<file path="config.mk">
export PLATFORM = sky130hd
export DESIGN_NAME = fbce_queue
export DESIGN_NICKNAME = d
export VERILOG_FILES = /design/src/fbce_pkg.sv /design/src/fbce_queue.sv
export SDC_FILE = /design/constraint.sdc
export NUM_CORES = 1
export LEC_CHECK = 0
export ABC_AREA = 1
export BUFFER_PORTS_ARGS = -buffer_cell sky130_fd_sc_hd__buf_2
export CAP_MARGIN = 30
export CORE_UTILIZATION = 53
export CTS_CLUSTER_SIZE = 28
export DETAILED_ROUTE_END_ITERATION = 6
export GPL_ROUTABILITY_DRIVEN = 0
export PLACE_DENSITY_LB_ADDON = 0.1
export SETUP_SLACK_MARGIN = 0.4
export SLEW_MARGIN = 15
export SYNTH_ARGS = -nofsm -noshare
export SYNTH_HDL_FRONTEND = slang
export SYNTH_SLANG_ARGS = --single-unit
</file>
<file path="constraint.sdc">
create_clock -name i_clk -period 3.2 [get_ports i_clk]
set_input_delay 0.64 -clock i_clk [delete_from_list [all_inputs] [get_ports i_clk]]
set_output_delay 0.64 -clock i_clk [all_outputs]
set_load 0.005 [all_outputs]
</file>
<file path="src/fbce_pkg.sv">
// Shared types and constants of the flash backup command engine.
package fbce_pkg;

    // Default sizes of the store and of one erase sector
    localparam int unsigned MEM_BYTES_DEF    = 131072;
    localparam int unsigned SECTOR_BYTES_DEF = 4096;

    // A mapped address never exceeds one bank bit over a 16-bit offset
    localparam int unsigned MAX_ADDR_W = 17;

    // Command queue between front and back
    localparam int unsigned QUEUE_DEPTH = 4;
    localparam int unsigned QPTR_W      = $clog2(QUEUE_DEPTH);

    // Access kinds
    localparam logic REQ_READ  = 1'b0;
    localparam logic REQ_WRITE = 1'b1;

    // Configuration register indexes
    localparam logic CFG_FLASH_KIND = 1'b0;
    localparam logic CFG_CHIP_ID    = 1'b1;

    // Backup part kinds
    localparam logic [1:0] KIND_NONE = 2'd0;
    localparam logic [1:0] KIND_64K  = 2'd1;
    localparam logic [1:0] KIND_128K = 2'd2;

    // Back-end operations
    typedef logic [2:0] t_op;
    localparam t_op OP_READ   = 3'd0;  // read a byte of the store
    localparam t_op OP_CONST  = 3'd1;  // return a byte known at classification
    localparam t_op OP_WRITE  = 3'd2;  // program one byte
    localparam t_op OP_SECTOR = 3'd3;  // erase the sector holding addr
    localparam t_op OP_CHIP   = 3'd4;  // erase the whole store

    // One queued operation
    typedef struct packed {
        t_op                   op;
        logic [MAX_ADDR_W-1:0] addr;
        logic [7:0]            data;
    } t_cmd;

endpackage

</file>
<file path="src/fbce_queue.sv">
// Short command queue decoupling the front end from the back end.
module fbce_queue (
    input  logic           i_clk,
    input  logic           i_rst_n,
    input  logic           i_push,
    input  fbce_pkg::t_cmd i_cmd,
    input  logic           i_pop,
    output logic           o_full,
    output logic           o_valid,
    output fbce_pkg::t_cmd o_cmd
);
    import fbce_pkg::*;

    t_cmd              r_mem [QUEUE_DEPTH];
    logic [QPTR_W-1:0] r_wptr, r_rptr;
    logic [QPTR_W:0]   r_count;
    logic              do_push;
    logic              do_pop;

    assign o_full  = (r_count == (QPTR_W+1)'(QUEUE_DEPTH));
    assign o_valid = (r_count != '0);
    assign o_cmd   = r_mem[r_rptr];
    assign do_push = i_push && !o_full;
    assign do_pop  = i_pop && o_valid;

    // Pointers and fill level
    always_ff @(posedge i_clk) begin
        if (!i_rst_n) begin
            r_wptr  <= '0;
            r_rptr  <= '0;
            r_count <= '0;
        end else begin
            if (do_push) begin
                r_wptr <= r_wptr + 1'b1;
            end
            if (do_pop) begin
                r_rptr <= r_rptr + 1'b1;
            end
            if (do_push && !do_pop) begin
                r_count <= r_count + 1'b1;
            end else if (do_pop && !do_push) begin
                r_count <= r_count - 1'b1;
            end
        end
    end

    // Entry storage
    always_ff @(posedge i_clk) begin
        if (do_push) begin
            r_mem[r_wptr] <= i_cmd;
        end
    end

endmodule

</file>
# [Word level (Yosys, flattened, before mapping)]
# Memory sizes are Yosys's and may differ from the RTL's. A register that Yosys moved wholly into a read port is not among the register bits.
# Cells that the tools add are included.
[totals] word_cells=24 memories=1 inputBits=32 reg_bits=7 mem_bits_rw=112
[memory_table] name="r_mem" depth=4 width=28 read_ports=1 rd_ports_with_merged_regs=1 write_ports=1 line="fbce_queue.sv:14" rtl="t_cmd r_mem [QUEUE_DEPTH];"
[classes] reduce_logical=9 add_sub_neg=4 eq_ne=1 muxes=6
[ops] op="two-way mux 3 bit" count=2
[ops] op="adder 2 x 1 -> 2 bit, second input constant" count=2
[ops] op="logical AND 1 bit" count=4
[ops] op="two-way mux 2 bit" count=2
[ops] op="adder 3 x 1 -> 3 bit, second input constant" count=1
[ops] op="equality test 3 bit, second input constant" count=1
[ops] op="logical NOT 1 bit" count=3
[ops] op="nonzero test 3 bit" count=1
[ops] op="subtractor 3 x 1 -> 3 bit, second input constant" count=1
[ops] op="two-way mux 1 bit" count=2
[ops] op="nonzero test 2 bit" count=1

# [Logic depth before layout (Yosys ltp)]
[depth] ltp_word=7 ltp_mapped=13 depth_no_buf=13

# [Least setup slack after synthesis]
# No wires, ideal clock.
[synth_timing] path_type="input-to-reg" startpoint="input port i_push" endpoint="memory r_mem[0][0] (netlist name), enable pin" t_required_ps=2787 path_stages=2 path_buffers=0 path_slack_ps=847 t_arrival_ps=1941 cell_sequence="nand2_1 -> nor2_1"
[synth_between] elab_chain_len=3
[synth_lines] element="from (decl)" line="fbce_queue.sv:5" rtl="input logic i_push,"
[synth_lines] element="logical AND 1 bit" line="fbce_queue.sv:23" rtl="assign do_push = i_push && !o_full;"
[synth_lines] element="two-way mux 1 bit" line="fbce_queue.sv:49" rtl="if (do_push) begin"
[synth_lines] element="two-way mux 1 bit (implied by the code)" line="fbce_queue.sv:50" rtl="r_mem[r_wptr] <= i_cmd;"
[synth_lines] element="to (decl)" line="fbce_queue.sv:14"
# Every way passes these cells.

==> impl_metrics.toml <==
[worst_setup_path]
cp.required_ps = 2560
cpLargestDelayFamily = "buffers and inverters"
critPathKind = "flop to output pin"
critPathSlowestCell = "buf_4"
path_cells = "buf_4 > o21ai_0 > o22ai_1 > buf_2"
end_kind = "output pin"
critPathLaunchType = "flop"
cp.buffers_inverters = 2
path_max_fanout = 56
cp.arrival_ps = 1950
max_stage_delay_ps = 460

[sta]
fin_worst_skew_ps = 9.02
period_minus_slack_ps = 2590
hold_viol = 0
post-route-period-util = 0.809
hold_slack_ps = 342
relSlewSlack = 0.620
rsz0062_at_grt = "false"
fmax_ghz = 0.386
setup_violations = 0
tns_ps = 0
finalWorstSetupSlack_ps = 612
finalMaxSlewViolations = 0
worst_pin_slew_ps = 570

[floorplan]
initial_utilization = 0.556
core_sq_um = 8340
dieHeight_microns = 95.5
pin_count = 62
die_x_microns = 95.5
rows = 33
die_area_sq_um = 9130

[clock_tree]
cts_buffers = 17
clkTransAtPathRegs_ps = 60
clock_sinks = 121
cts-root-buf = "clkbuf_8"
clockBufferDepth = 2
cts_tree = "done"
cts.htree.levels = 4
clk-insertion-delay-late_ps = 510

[layout]
syn2layout_area_growth_pct = 21.7
stdcell_area_sq_um = 5640
drive_above_1_share = 0.246
finalNetCount = 448
final_cell_mix = "112 x edfxtp_1, 66 x nor2_1, 61 x buf_2"
final_common_cell = "edfxtp_1"
antennaDiodeCount = 0

[power]
ir_drop_uv = 518
p_leak_nw = 2.08
powerDensity_nw_per_um2 = 859
p_total_w = 0.00485

[grt]
antenna_found_initial = 0
overflow = 0
grt_usage = 0.210
grt_pass1_vias = 2717
grt_max_degree = 57
grt_pass1_wl_mm = 13.4

[yosys]
syn_area_sq_um = 4640
ys_types = 20
synthFlopType = "edfxtp_1"
ys_seq_area_frac = 0.764
ys_warn_count = 0
async_flop_share = 0
synth_edf_count = 112
synthCells = 340
synth-seq-cells = 121
syn_nets = 378
syn_area_per_cell_sq_um = 13.6

[placed_design]
io_buffers = 61
dp_hpwl_mm = 4.70
dp_slack_ps = 922
placed_area_sq_um = 5040

[routing]
drtIter0Drc = 217
firstDrtPassIters = 4
vias = 2853
wl_mm = 8.63
drtAntennaViolNets = 0
wl_per_cell_microns = 16.4
drt_drc_violations_left = 0
vias_per_cell = 5.41

[worst_hold_path]
hp-class = "input pin to flop"

[status]
status = "completed"

[run]
cap_violations = 0
[synth_stat cells (all sizes together) (3+ instances only)]
| master | instances | area share |
|---|---|---|
| edfxtp | 112 | 0.73 |
| nor2 | 70 | 0.057 |
| o21ai | 57 | 0.062 |
| o22ai | 28 | 0.038 |
| inv | 16 | 0.013 |
| nand2 | 15 | 0.012 |
| buf | 10 | 0.019 |
| dfxtp | 9 | 0.039 |
| clkbuf | 7 | 0.0057 |
| ha | 5 | 0.013 |
| nand3 | 4 | 0.0043 |
| a21oi | 3 | 0.0032 |
[layer usage]
| metal | vias up | GRT usage | wire, microns |
|---|---|---|---|
| li1 | 1380 | - | - |
| met3 | 12 | 0.0550 | 428 |
| met1 | 1380 | 0.272 | 3890 |
| met4 | 0 | 0.0896 | 112 |
| met2 | 81 | 0.336 | 4190 |
| met5 | - | 0 | 0 |
[report_power, final]
group          internal, W  switching (W)
logic             0.000349       0.000621
clock network      0.00125       0.000641
registers          0.00193      0.0000599
[through the flow]
| stage | std cells | util |
|---|---|---|
| global placement | 496 | 0.604 |
| CTS | 527 | 0.676 |
| detailed placement | 496 | 0.604 |
| global route | 527 | 0.676 |
| floorplan | 340 | - |
| finish | 527 | 0.676 |
[final timing paths]
check	startpoint	end	slack, ps	depth (start not counted)
hold / removal	i_cmd[19]	r_mem[3][19]	340	1
setup / recovery	flop	o_cmd[26]	610	4
hold reg to reg	r_rptr[0]	flop	530	2
setup reg to reg	r_count[1]	r_count[1]	1040	9
[area by class of cell]
cell class              instances  area (sq um)
well taps                     105           131
clock inverters                14           180
flip-flops and latches        121          3540
clock buffers                  17           414
repair buffers                 68           358
multi-input cells             185           943
inverters                      17          70.1
fillers                       598          2700
[registers in the layout (all words and copies together), names as in the netlist, named ones only]
signal	cells
r_mem	112
r_count	3
r_rptr	2
r_wptr	2
[kinds of logic after synthesis]
logic type / after synthesis / share of synthesized area
adders and majority gates: 6 / 0.0178
DFF: 121 / 0.764
AOI/OAI and AO/OA: 88 / 0.103
and+or+nand+nor: 90 / 0.0747
buffers and inverters: 34 / 0.0389
xor gates and xnor gates: 1 / 0.00189
[repair_timing]
item	in CTS	in global routing
endpoints found under the setup margin	1	9
hold buffers	0	0
buffers inserted	0	0
gates resized for setup	1	1
No activity file was read; power rests on OpenSTA's default activity.
