$ cat src/fbce_pkg.sv
// Shared types and constants of the flash backup command engine.
package fbce_pkg;

    // Default sizes of the store and of one erase sector
    localparam int unsigned MEM_BYTES_DEF    = 131072;
    localparam int unsigned SECTOR_BYTES_DEF = 4096;

    // A mapped address never exceeds one bank bit over a 16-bit offset
    localparam int unsigned MAX_ADDR_W = 17;

    // Command queue between front and back
    localparam int unsigned QUEUE_DEPTH = 4;
    localparam int unsigned QPTR_W      = $clog2(QUEUE_DEPTH);

    // Access kinds
    localparam logic REQ_READ  = 1'b0;
    localparam logic REQ_WRITE = 1'b1;

    // Configuration register indexes
    localparam logic CFG_FLASH_KIND = 1'b0;
    localparam logic CFG_CHIP_ID    = 1'b1;

    // Backup part kinds
    localparam logic [1:0] KIND_NONE = 2'd0;
    localparam logic [1:0] KIND_64K  = 2'd1;
    localparam logic [1:0] KIND_128K = 2'd2;

    // Back-end operations
    typedef logic [2:0] t_op;
    localparam t_op OP_READ   = 3'd0;  // read a byte of the store
    localparam t_op OP_CONST  = 3'd1;  // return a byte known at classification
    localparam t_op OP_WRITE  = 3'd2;  // program one byte
    localparam t_op OP_SECTOR = 3'd3;  // erase the sector holding addr
    localparam t_op OP_CHIP   = 3'd4;  // erase the whole store

    // One queued operation
    typedef struct packed {
        t_op                   op;
        logic [MAX_ADDR_W-1:0] addr;
        logic [7:0]            data;
    } t_cmd;

endpackage

$ cat src/fbce_front.sv
// Front end: config registers, unlock/mode/bank tracking, address mapping, classification.
module fbce_front #(
    parameter int unsigned MEM_BYTES = 131072
) (
    input  logic           i_clk,
    input  logic           i_rst_n,
    input  logic           i_accept,
    input  logic           i_req_type,
    input  logic [15:0]    i_offset,
    input  logic [7:0]     i_wdata,
    input  logic           i_cfg_we,
    input  logic           i_cfg_idx,
    input  logic [15:0]    i_cfg_wdata,
    output logic           o_push,
    output fbce_pkg::t_cmd o_cmd
);
    import fbce_pkg::*;

    // Mode codes
    localparam logic [2:0] MODE_IDLE    = 3'd0;
    localparam logic [2:0] MODE_ID      = 3'd1;
    localparam logic [2:0] MODE_ERASE   = 3'd2;
    localparam logic [2:0] MODE_PROGRAM = 3'd3;
    localparam logic [2:0] MODE_BANK    = 3'd4;

    // Command bytes and magic offsets
    localparam logic [15:0] OFF_CMD     = 16'h5555;
    localparam logic [15:0] OFF_UNLOCK  = 16'h2AAA;
    localparam logic [7:0]  UNLOCK_A    = 8'hAA;
    localparam logic [7:0]  UNLOCK_B    = 8'h55;
    localparam logic [7:0]  CMD_ID      = 8'h90;
    localparam logic [7:0]  CMD_EXIT    = 8'hF0;
    localparam logic [7:0]  CMD_ERASE   = 8'h80;
    localparam logic [7:0]  CMD_CHIP    = 8'h10;
    localparam logic [7:0]  CMD_PROGRAM = 8'hA0;
    localparam logic [7:0]  CMD_BANK    = 8'hB0;
    localparam logic [7:0]  CMD_SECTOR  = 8'h30;

    // Part sizes; the large one capped at the store size
    localparam int unsigned PART_BIG_I = (MEM_BYTES < 131072) ? MEM_BYTES : 131072;
    localparam logic [MAX_ADDR_W:0] PART_SMALL = (MAX_ADDR_W+1)'(65536);
    localparam logic [MAX_ADDR_W:0] PART_BIG   = (MAX_ADDR_W+1)'(PART_BIG_I);

    logic [1:0]  r_kind, n_kind;
    logic [15:0] r_chip_id, n_chip_id;
    logic [2:0]  r_mode, n_mode;
    logic        r_bank, n_bank;
    logic [7:0]  r_unl1, n_unl1;
    logic [7:0]  r_unl2, n_unl2;

    logic                  supported;
    logic                  unlocked;
    logic [MAX_ADDR_W:0]   full_addr;
    logic [MAX_ADDR_W:0]   part;
    logic [MAX_ADDR_W:0]   wrap_addr;
    logic [MAX_ADDR_W-1:0] map_addr;

    assign supported = (r_kind == KIND_64K) || (r_kind == KIND_128K);
    assign unlocked  = (r_unl1 == UNLOCK_A) && (r_unl2 == UNLOCK_B);

    // (bank * 64K + offset) mod part size; value stays below twice the part
    assign full_addr = {1'b0, r_bank, i_offset};
    assign part      = (r_kind == KIND_64K) ? PART_SMALL : PART_BIG;
    assign wrap_addr = (full_addr >= part) ? (full_addr - part) : full_addr;
    assign map_addr  = wrap_addr[MAX_ADDR_W-1:0];

    // Classification and state update
    always_comb begin
        n_kind    = r_kind;
        n_chip_id = r_chip_id;
        n_mode    = r_mode;
        n_bank    = r_bank;
        n_unl1    = r_unl1;
        n_unl2    = r_unl2;
        o_push    = 1'b0;
        o_cmd     = '{op: OP_READ, addr: map_addr, data: i_wdata};

        if (i_cfg_we) begin
            case (i_cfg_idx)
                CFG_FLASH_KIND: n_kind = i_cfg_wdata[1:0];
                CFG_CHIP_ID:    n_chip_id = i_cfg_wdata;
                default: ;
            endcase
        end

        if (i_accept) begin
            if (i_req_type == REQ_READ) begin
                o_push = 1'b1;
                if (!supported) begin
                    o_cmd.op   = OP_CONST;
                    o_cmd.data = 8'h00;
                end else if (r_mode == MODE_ID && i_offset == 16'd1) begin
                    o_cmd.op   = OP_CONST;
                    o_cmd.data = r_chip_id[15:8];
                end else if (r_mode == MODE_ID && i_offset == 16'd0) begin
                    o_cmd.op   = OP_CONST;
                    o_cmd.data = r_chip_id[7:0];
                end
            end else if (supported) begin
                if (r_mode == MODE_PROGRAM) begin
                    o_push    = 1'b1;
                    o_cmd.op  = OP_WRITE;
                    n_mode    = MODE_IDLE;
                end else if (i_offset == OFF_CMD) begin
                    if (unlocked) begin
                        case (i_wdata)
                            CMD_ID:      n_mode = MODE_ID;
                            CMD_EXIT:    n_mode = MODE_IDLE;
                            CMD_ERASE:   n_mode = MODE_ERASE;
                            CMD_PROGRAM: n_mode = MODE_PROGRAM;
                            CMD_BANK:    n_mode = MODE_BANK;
                            CMD_CHIP: begin
                                if (r_mode == MODE_ERASE) begin
                                    o_push   = 1'b1;
                                    o_cmd.op = OP_CHIP;
                                end
                            end
                            default: ;
                        endcase
                        n_unl1 = 8'h00;
                        n_unl2 = 8'h00;
                    end else begin
                        n_unl1 = i_wdata;
                    end
                end else if (i_offset == OFF_UNLOCK) begin
                    n_unl2 = i_wdata;
                end else if (i_offset == 16'd0 && r_mode == MODE_BANK) begin
                    n_bank = i_wdata[0];
                    n_mode = MODE_IDLE;
                end else if (r_mode == MODE_ERASE && i_wdata == CMD_SECTOR) begin
                    o_push   = 1'b1;
                    o_cmd.op = OP_SECTOR;
                end
            end
        end
    end

    always_ff @(posedge i_clk) begin
        if (!i_rst_n) begin
            r_kind    <= KIND_128K;
            r_chip_id <= 16'd2498;
            r_mode    <= MODE_IDLE;
            r_bank    <= 1'b0;
            r_unl1    <= 8'h00;
            r_unl2    <= 8'h00;
        end else begin
            r_kind    <= n_kind;
            r_chip_id <= n_chip_id;
            r_mode    <= n_mode;
            r_bank    <= n_bank;
            r_unl1    <= n_unl1;
            r_unl2    <= n_unl2;
        end
    end

endmodule

$ cat config.mk
export PLATFORM = sky130hd
export DESIGN_NAME = fbce_front
export DESIGN_NICKNAME = d
export VERILOG_FILES = /design/src/fbce_pkg.sv /design/src/fbce_front.sv
export SDC_FILE = /design/constraint.sdc
export NUM_CORES = 1
export LEC_CHECK = 0
export BUFFER_PORTS_ARGS = -buffer_cell sky130_fd_sc_hd__buf_4
export CORE_MARGIN = 2
export CORE_UTILIZATION = 45
export DETAILED_ROUTE_END_ITERATION = 10
export PLACE_DENSITY = 0.73
export SYNTH_ARGS = -nofsm -noshare
export SYNTH_HDL_FRONTEND = slang
export SYNTH_SLANG_ARGS = --single-unit
$ cat constraint.sdc
create_clock -name i_clk -period 4.9 [get_ports i_clk]
set_input_delay 1.225 -clock i_clk [delete_from_list [all_inputs] [get_ports i_clk]]
set_output_delay 1.225 -clock i_clk [all_outputs]
set_load 0.05 [all_outputs]
# --- Word level (Yosys, flattened, before mapping) ---
# Cells that the tools add are included.
word_totals:
  ff_bits: 38
  latch_bits: 0
  ram_bits: 0
  rom_bits: 0
  input_bits: 46
  out_inout_bits: 29
  wordCells: 91
  n_memories: 0
classes:
  n_addsub: 1
  mul: 0
  div: 0
  magnitude_cmp: 1
  eq_ne: 22
  n_shift: 0
  mux: 42
  bitwise: 4
  reduce_logical: 15
op_table:
  columns: ["operator", "count"]
  rows:
  - ["2-to-1 mux 8 bit", 9]
  - ["== test 8 bit, second input constant", 6]
  - ["2-to-1 mux 3 bit", 13]
  - ["greater-or-equal comparator 17 x 18 -> 1 bit", 1]
  - ["2-to-1 mux 18 bit", 1]
  - ["2-to-1 mux 17 bit", 1]
  - ["subtractor 17 bit", 1]
  - ["== test 16 x 1 -> 1 bit, second input constant", 1]
  - ["== test 16 x 14 -> 1 bit, second input constant", 1]
  - ["== test 16 x 15 -> 1 bit, second input constant", 1]
  - ["logical NOT 16 bit", 1]
  - ["case mux 3 bit (5 select lines)", 1]
  - ["2-to-1 mux 1 bit", 14]
  - ["AND reduction 7 bit", 2]
  - ["== test 8 x 5 -> 1 bit, second input constant", 1]
  - ["== test 8 x 6 -> 1 bit, second input constant", 1]
  - ["== test 8 x 7 -> 1 bit, second input constant", 1]
  - ["inequality test 7 x 2 -> 1 bit, second input constant", 1]
  - ["== test 3 x 2 -> 1 bit, second input constant", 2]
  - ["2-to-1 mux 2 bit", 3]
  - ["inequality test 3 bit, second input constant", 2]
  - ["AND reduction 6 bit", 1]
  - ["logical AND 1 bit", 5]
  - ["AND reduction 5 bit", 1]
  - ["other kinds (10)", 14]

# --- Longest topological paths before layout ---
depth:
  word_depth: 10
  ltp_mapped: 9

# --- Least setup slack after synthesis ---
# Ideal clock, no wire load.
synth_timing:
  path_type: "input to output"
  start: "in i_offset[3]"
  end: "out o_push"
  t_arrival_ps: 3521
  path_slack_ps: 154
  cell_stages: 5
  n_path_buf: 0
  cell_sequence: "or4_1 or4_4 nor4_4 nand2_1 a31oi_1"
synth_between:
  elab_chain_cells: 9
  word_cells_on_any_way: 11
  cone_classes: "eq/ne: 2; mux: 7; reduce/logical: 2"
synth_rtl:
  columns: ["element", "line", "text"]
  rows:
  - ["start: declaration", "fbce_front.sv:9", "input logic [15:0] i_offset,"]
  - ["logical NOT 16 bit", "fbce_front.sv:127", "end else if (i_offset == 16'd0 && r_mode == MODE_BANK) begin"]
  - ["logical AND 1 bit", "fbce_front.sv:127", null]
  - ["2-to-1 mux 1 bit", "fbce_front.sv:127", null]
  - ["2-to-1 mux 1 bit", "fbce_front.sv:125", "end else if (i_offset == OFF_UNLOCK) begin"]
  - ["2-to-1 mux 1 bit (*)", "fbce_front.sv:104", "end else if (i_offset == OFF_CMD) begin"]
  - ["2-to-1 mux 1 bit (*)", "fbce_front.sv:100", "if (r_mode == MODE_PROGRAM) begin"]
  - ["2-to-1 mux 1 bit (*)", "fbce_front.sv:99", "end else if (supported) begin"]
  - ["2-to-1 mux 1 bit (*)", "fbce_front.sv:87", "if (i_req_type == REQ_READ) begin"]
  - ["2-to-1 mux 1 bit (*)", "fbce_front.sv:86", "if (i_accept) begin"]
  - ["end: declaration", "fbce_front.sv:14", "output logic o_push,"]
# Mark *: on every way between the ends. The rest lies on a longest branch, timed or not.

==> key figures <==
Synthesis
  • Register area share after synthesis: 36.08%
  • Largest area contributor in the synthesized netlist: dfxtp_1
  • Synth Net Count: 313
  • Area of the mapped netlist: 2108 µm²
  • Cell variety after synth: 43
  • Syn avg cell area: 7.986 µm²
  • Post-Synthesis Cells: 264
  • Largest cells by area after synthesis: dfxtp_1 (36%), nand2_1 (12%), buf_4 (5.7%), a21boi_0 (4.3%), a222oi_1 (3.8%)
  • Yosys reg bits: 38
  • Synthesis Warnings: 0
  • Top-area cell type share of the netlist area: 36.08%

Worst setup path
  • Beginning of the critical path: i_offset[3]
  • Crit end category: output port
  • Startpoint types: primary input
  • Reg2reg start: r_kind[1]$_SDFFE_PN1P_
  • CP cell instances: buf_4, or4_1, or4_4, nor4_2, o21bai_2, a222oi_1, inv_1, buf_4
  • Worst Path Arrival: 3.52 ns
  • R2r setup slk: 2.54 ns
  • Worst-path maximum fanout: 9
  • Worst r2r dst: r_unl1[5]$_SDFFE_PN0P_
  • Most common cell type on the critical path: buf_4
  • Worst setup path category: in -> out
  • R2R depth: 8
  • WP data required: 3.67 ns
  • Critical Path Slowest Stage Cell: or4_1
  • Crit path largest cell delay: 0.55 ns

Clock network
  • Clock transition at path regs: 0.07 ns
  • Clock root cell: clkbuf_8
  • Gates resized, CTS repair: 0
  • Clk_lat worst skew: 0.28 ns
  • CTS Sinks: 38
  • Post-CTS setup buffers: 0
  • CTS tree: built
  • CTS Buf Count: 5
  • Hold buffers post-CTS: 0
  • Max clock buf depth: 2
  • H-tree depth: 2

Power and ir drop
  • Clock Power Share: 31.3%
  • Switching Power: 0.1917 mW
  • Net Sw Frac: 28.62%
  • Pint: 0.4781 mW
  • LEAKAGE: 1.179 nW
  • Part of the power in combinational logic: 20.9%
  • PD cells: 250.5 nW/µm²
  • Seq pwr share: 47.8%
  • Worst vdd ir: 0.1367 mV

Run
  • MaxCap Viol Count: 0

GRT
  • Grt ovf: 0
  • Total GRT Usage: 21.91%
  • Vias in the first global route: 1,940
  • First-pass GRT wire length: 9.108 mm
  • Initial antenna violation count: 0
  • Largest net degree at the start of global routing: 35

Floorplan
  • Ports: 75
  • Width of the die: 72.45 µm
  • Die area: 5248 µm²
  • Core ar.: 4444 µm²
  • FP Rows: 24
  • Die Ht: 72.45 µm
  • Initial Util: 47.44%

STA
  • Setup violators final: 0
  • Slew HR: 61.85%
  • Final hold violations: 0
  • Crit path setup slack, layout: 0.1571 ns
  • Peak Freq: 210.8 MHz
  • Slew Limit Fails: 0
  • Setup TNS: 0 ns
  • Period utilisation layout: 96.79%
  • Tightest Pin Transition: 0.5722 ns
  • Crit path time final: 4.743 ns
  • RSZ-0062 raised after global routing: false
  • Clock skew: 0.004881 ns

Final layout
  • Layout Nets: 370
  • Final core utilization: 60.16%
  • Synth-to-Final Area Change: 26.82%
  • Diode count: 0
  • Share of cells above drive strength 1: 28.44%
  • Non-filler cells, final: 372
  • Fill cells: 426

Drt
  • Via/cell ratio: 5.473
  • Drt wl/cell: 14.35 µm
  • Final WL: 5.338 mm
  • Post-route ant nets: 0
  • Vias: 2,036
  • Drt first pass iters: 5
  • DRT iter0 DRCs: 142
  • DRC Markers: 0

Placed design
  • Port bufs: 74
  • HPWL Detailed: 4.069 mm
  • Cell count after placement: 366
  • Pre-CTS WS: 0.07553 ns
  • GPL Wtd Cong: 0.8399

Min path
  • Hold path depth: 2
  • Tightest Hold Check Type: reg -> reg
  • Min-Delay Endpoint: r_chip_id[3]$_SDFFE_PN0P_
  • Hold_sp: r_chip_id[3]$_SDFFE_PN0P_

Run status
  • Status: complete, no violations
layer usage:
metal | wire, µm | share of wire, % | vias to the layer above | track usage (%)
li1 | - | - | 1030 | -
met1 | 2393 | 45 | 937 | 29.21
met2 | 2571 | 48 | 65 | 35.88
met3 | 349 | 6.5 | 4 | 5.556
met4 | 23 | 0.43 | 0 | 4.938
met5 | 0 | 0 | - | 0
state kept, by name (all words and copies together), names as in the netlist:
register	count
r_kind	2
r_bank	1
r_mode	3
r_chip_id	16
r_unl1	8
r_unl2	8
cell families after synthesis:
logic type | count (synthesis) | synth area share, %
adders and majority gates | 3 | 1.781
DFF | 38 | 36.08
muxes | 3 | 1.484
and+or+nand+nor | 135 | 33.95
AOI/OAI and AO/OA | 49 | 17.27
buffers and inverters | 36 | 9.436
how the worst max path moves through the flow:
stage / endpoint / depth (start not counted) / slack, ns
2_1_floorplan: o_push / 5 / 0.15
3_3_place_gp: o_cmd[7] / 8 / 0.16
3_5_place_dp: o_cmd[7] / 8 / 0.08
4_1_cts: o_cmd[3] / 8 / 0.07
5_1_grt: o_cmd[3] / 8 / 0.002
6_report: o_cmd[7] / 8 / 0.16
cells in the mapped netlist (all sizes together):
master and n:
nand2 65, dfxtp 38, buf 19, a21boi 13, nand3 11, o21ai 11, and2 10, nor2 10
inv 9, a222oi 8, a22o 8, clkbuf 8, nor4 7, a21oi 4, nand2b 4, nand4 4
and3 3, ha 3, nand3b 3, nor3 3, or4 3, and3b 2, and4b 2, mux2i 2
nor4bb 2, or3 2, a31oi 1, a41oi 1, and4 1, mux2 1, nand4b 1, nor3b 1
nor4b 1, o21bai 1, o221ai 1, o22ai 1
metrics by stage:
step	cell area, µm²	hold slack (ns)	total power [mW]
after floorplan	2108	0.4394	0.4120
after global placement	2586	0.4518	0.4661
after detailed placement	2586	0.4588	0.4670
after CTS	2669	0.4697	0.6749
after global routing	2674	0.4863	0.7025
final	2674	0.4645	0.6698
cell type report:
cell class | instances | area [µm²] | share of cell area, %
multi-input combinational | 190 | 1154 | 43.14
sequential | 38 | 760.7 | 28.45
timing repair buffer | 77 | 578.1 | 21.62
clock buffer | 6 | 82.58 | 3.088
tap | 52 | 65.06 | 2.433
inverter | 9 | 33.78 | 1.263
power groups by stage:
stage                     Clock (mW)  Sequential [mW]  Combinational [mW]
after global placement             0            0.327               0.139
after CTS                      0.214            0.320               0.140
after floorplan                    0            0.326              0.0859
final                          0.210            0.320               0.140
after global routing           0.231            0.321               0.151
after detailed placement           0            0.327               0.140
critical path: cells and delay by family:
kind,cells,cell delay [ns]
buffers and inverters,3,0.39
and+or+nand+nor,3,1.35
AOI/OAI and AO/OA,2,0.54
placed cells by master, fill, tap and decap left out, types with 6 or more instances in the layout:
cell and n:
dfxtp_1 38, buf_4 77, nor2_1 10, a21boi_0 12, a22o_1 8, nand3_1 11, o21ai_0 9, inv_1 9
clkbuf_8 6, a222oi_1 8, and2_1 10, nand2_1 65
Note: power is estimated with default switching activity, not from simulation.
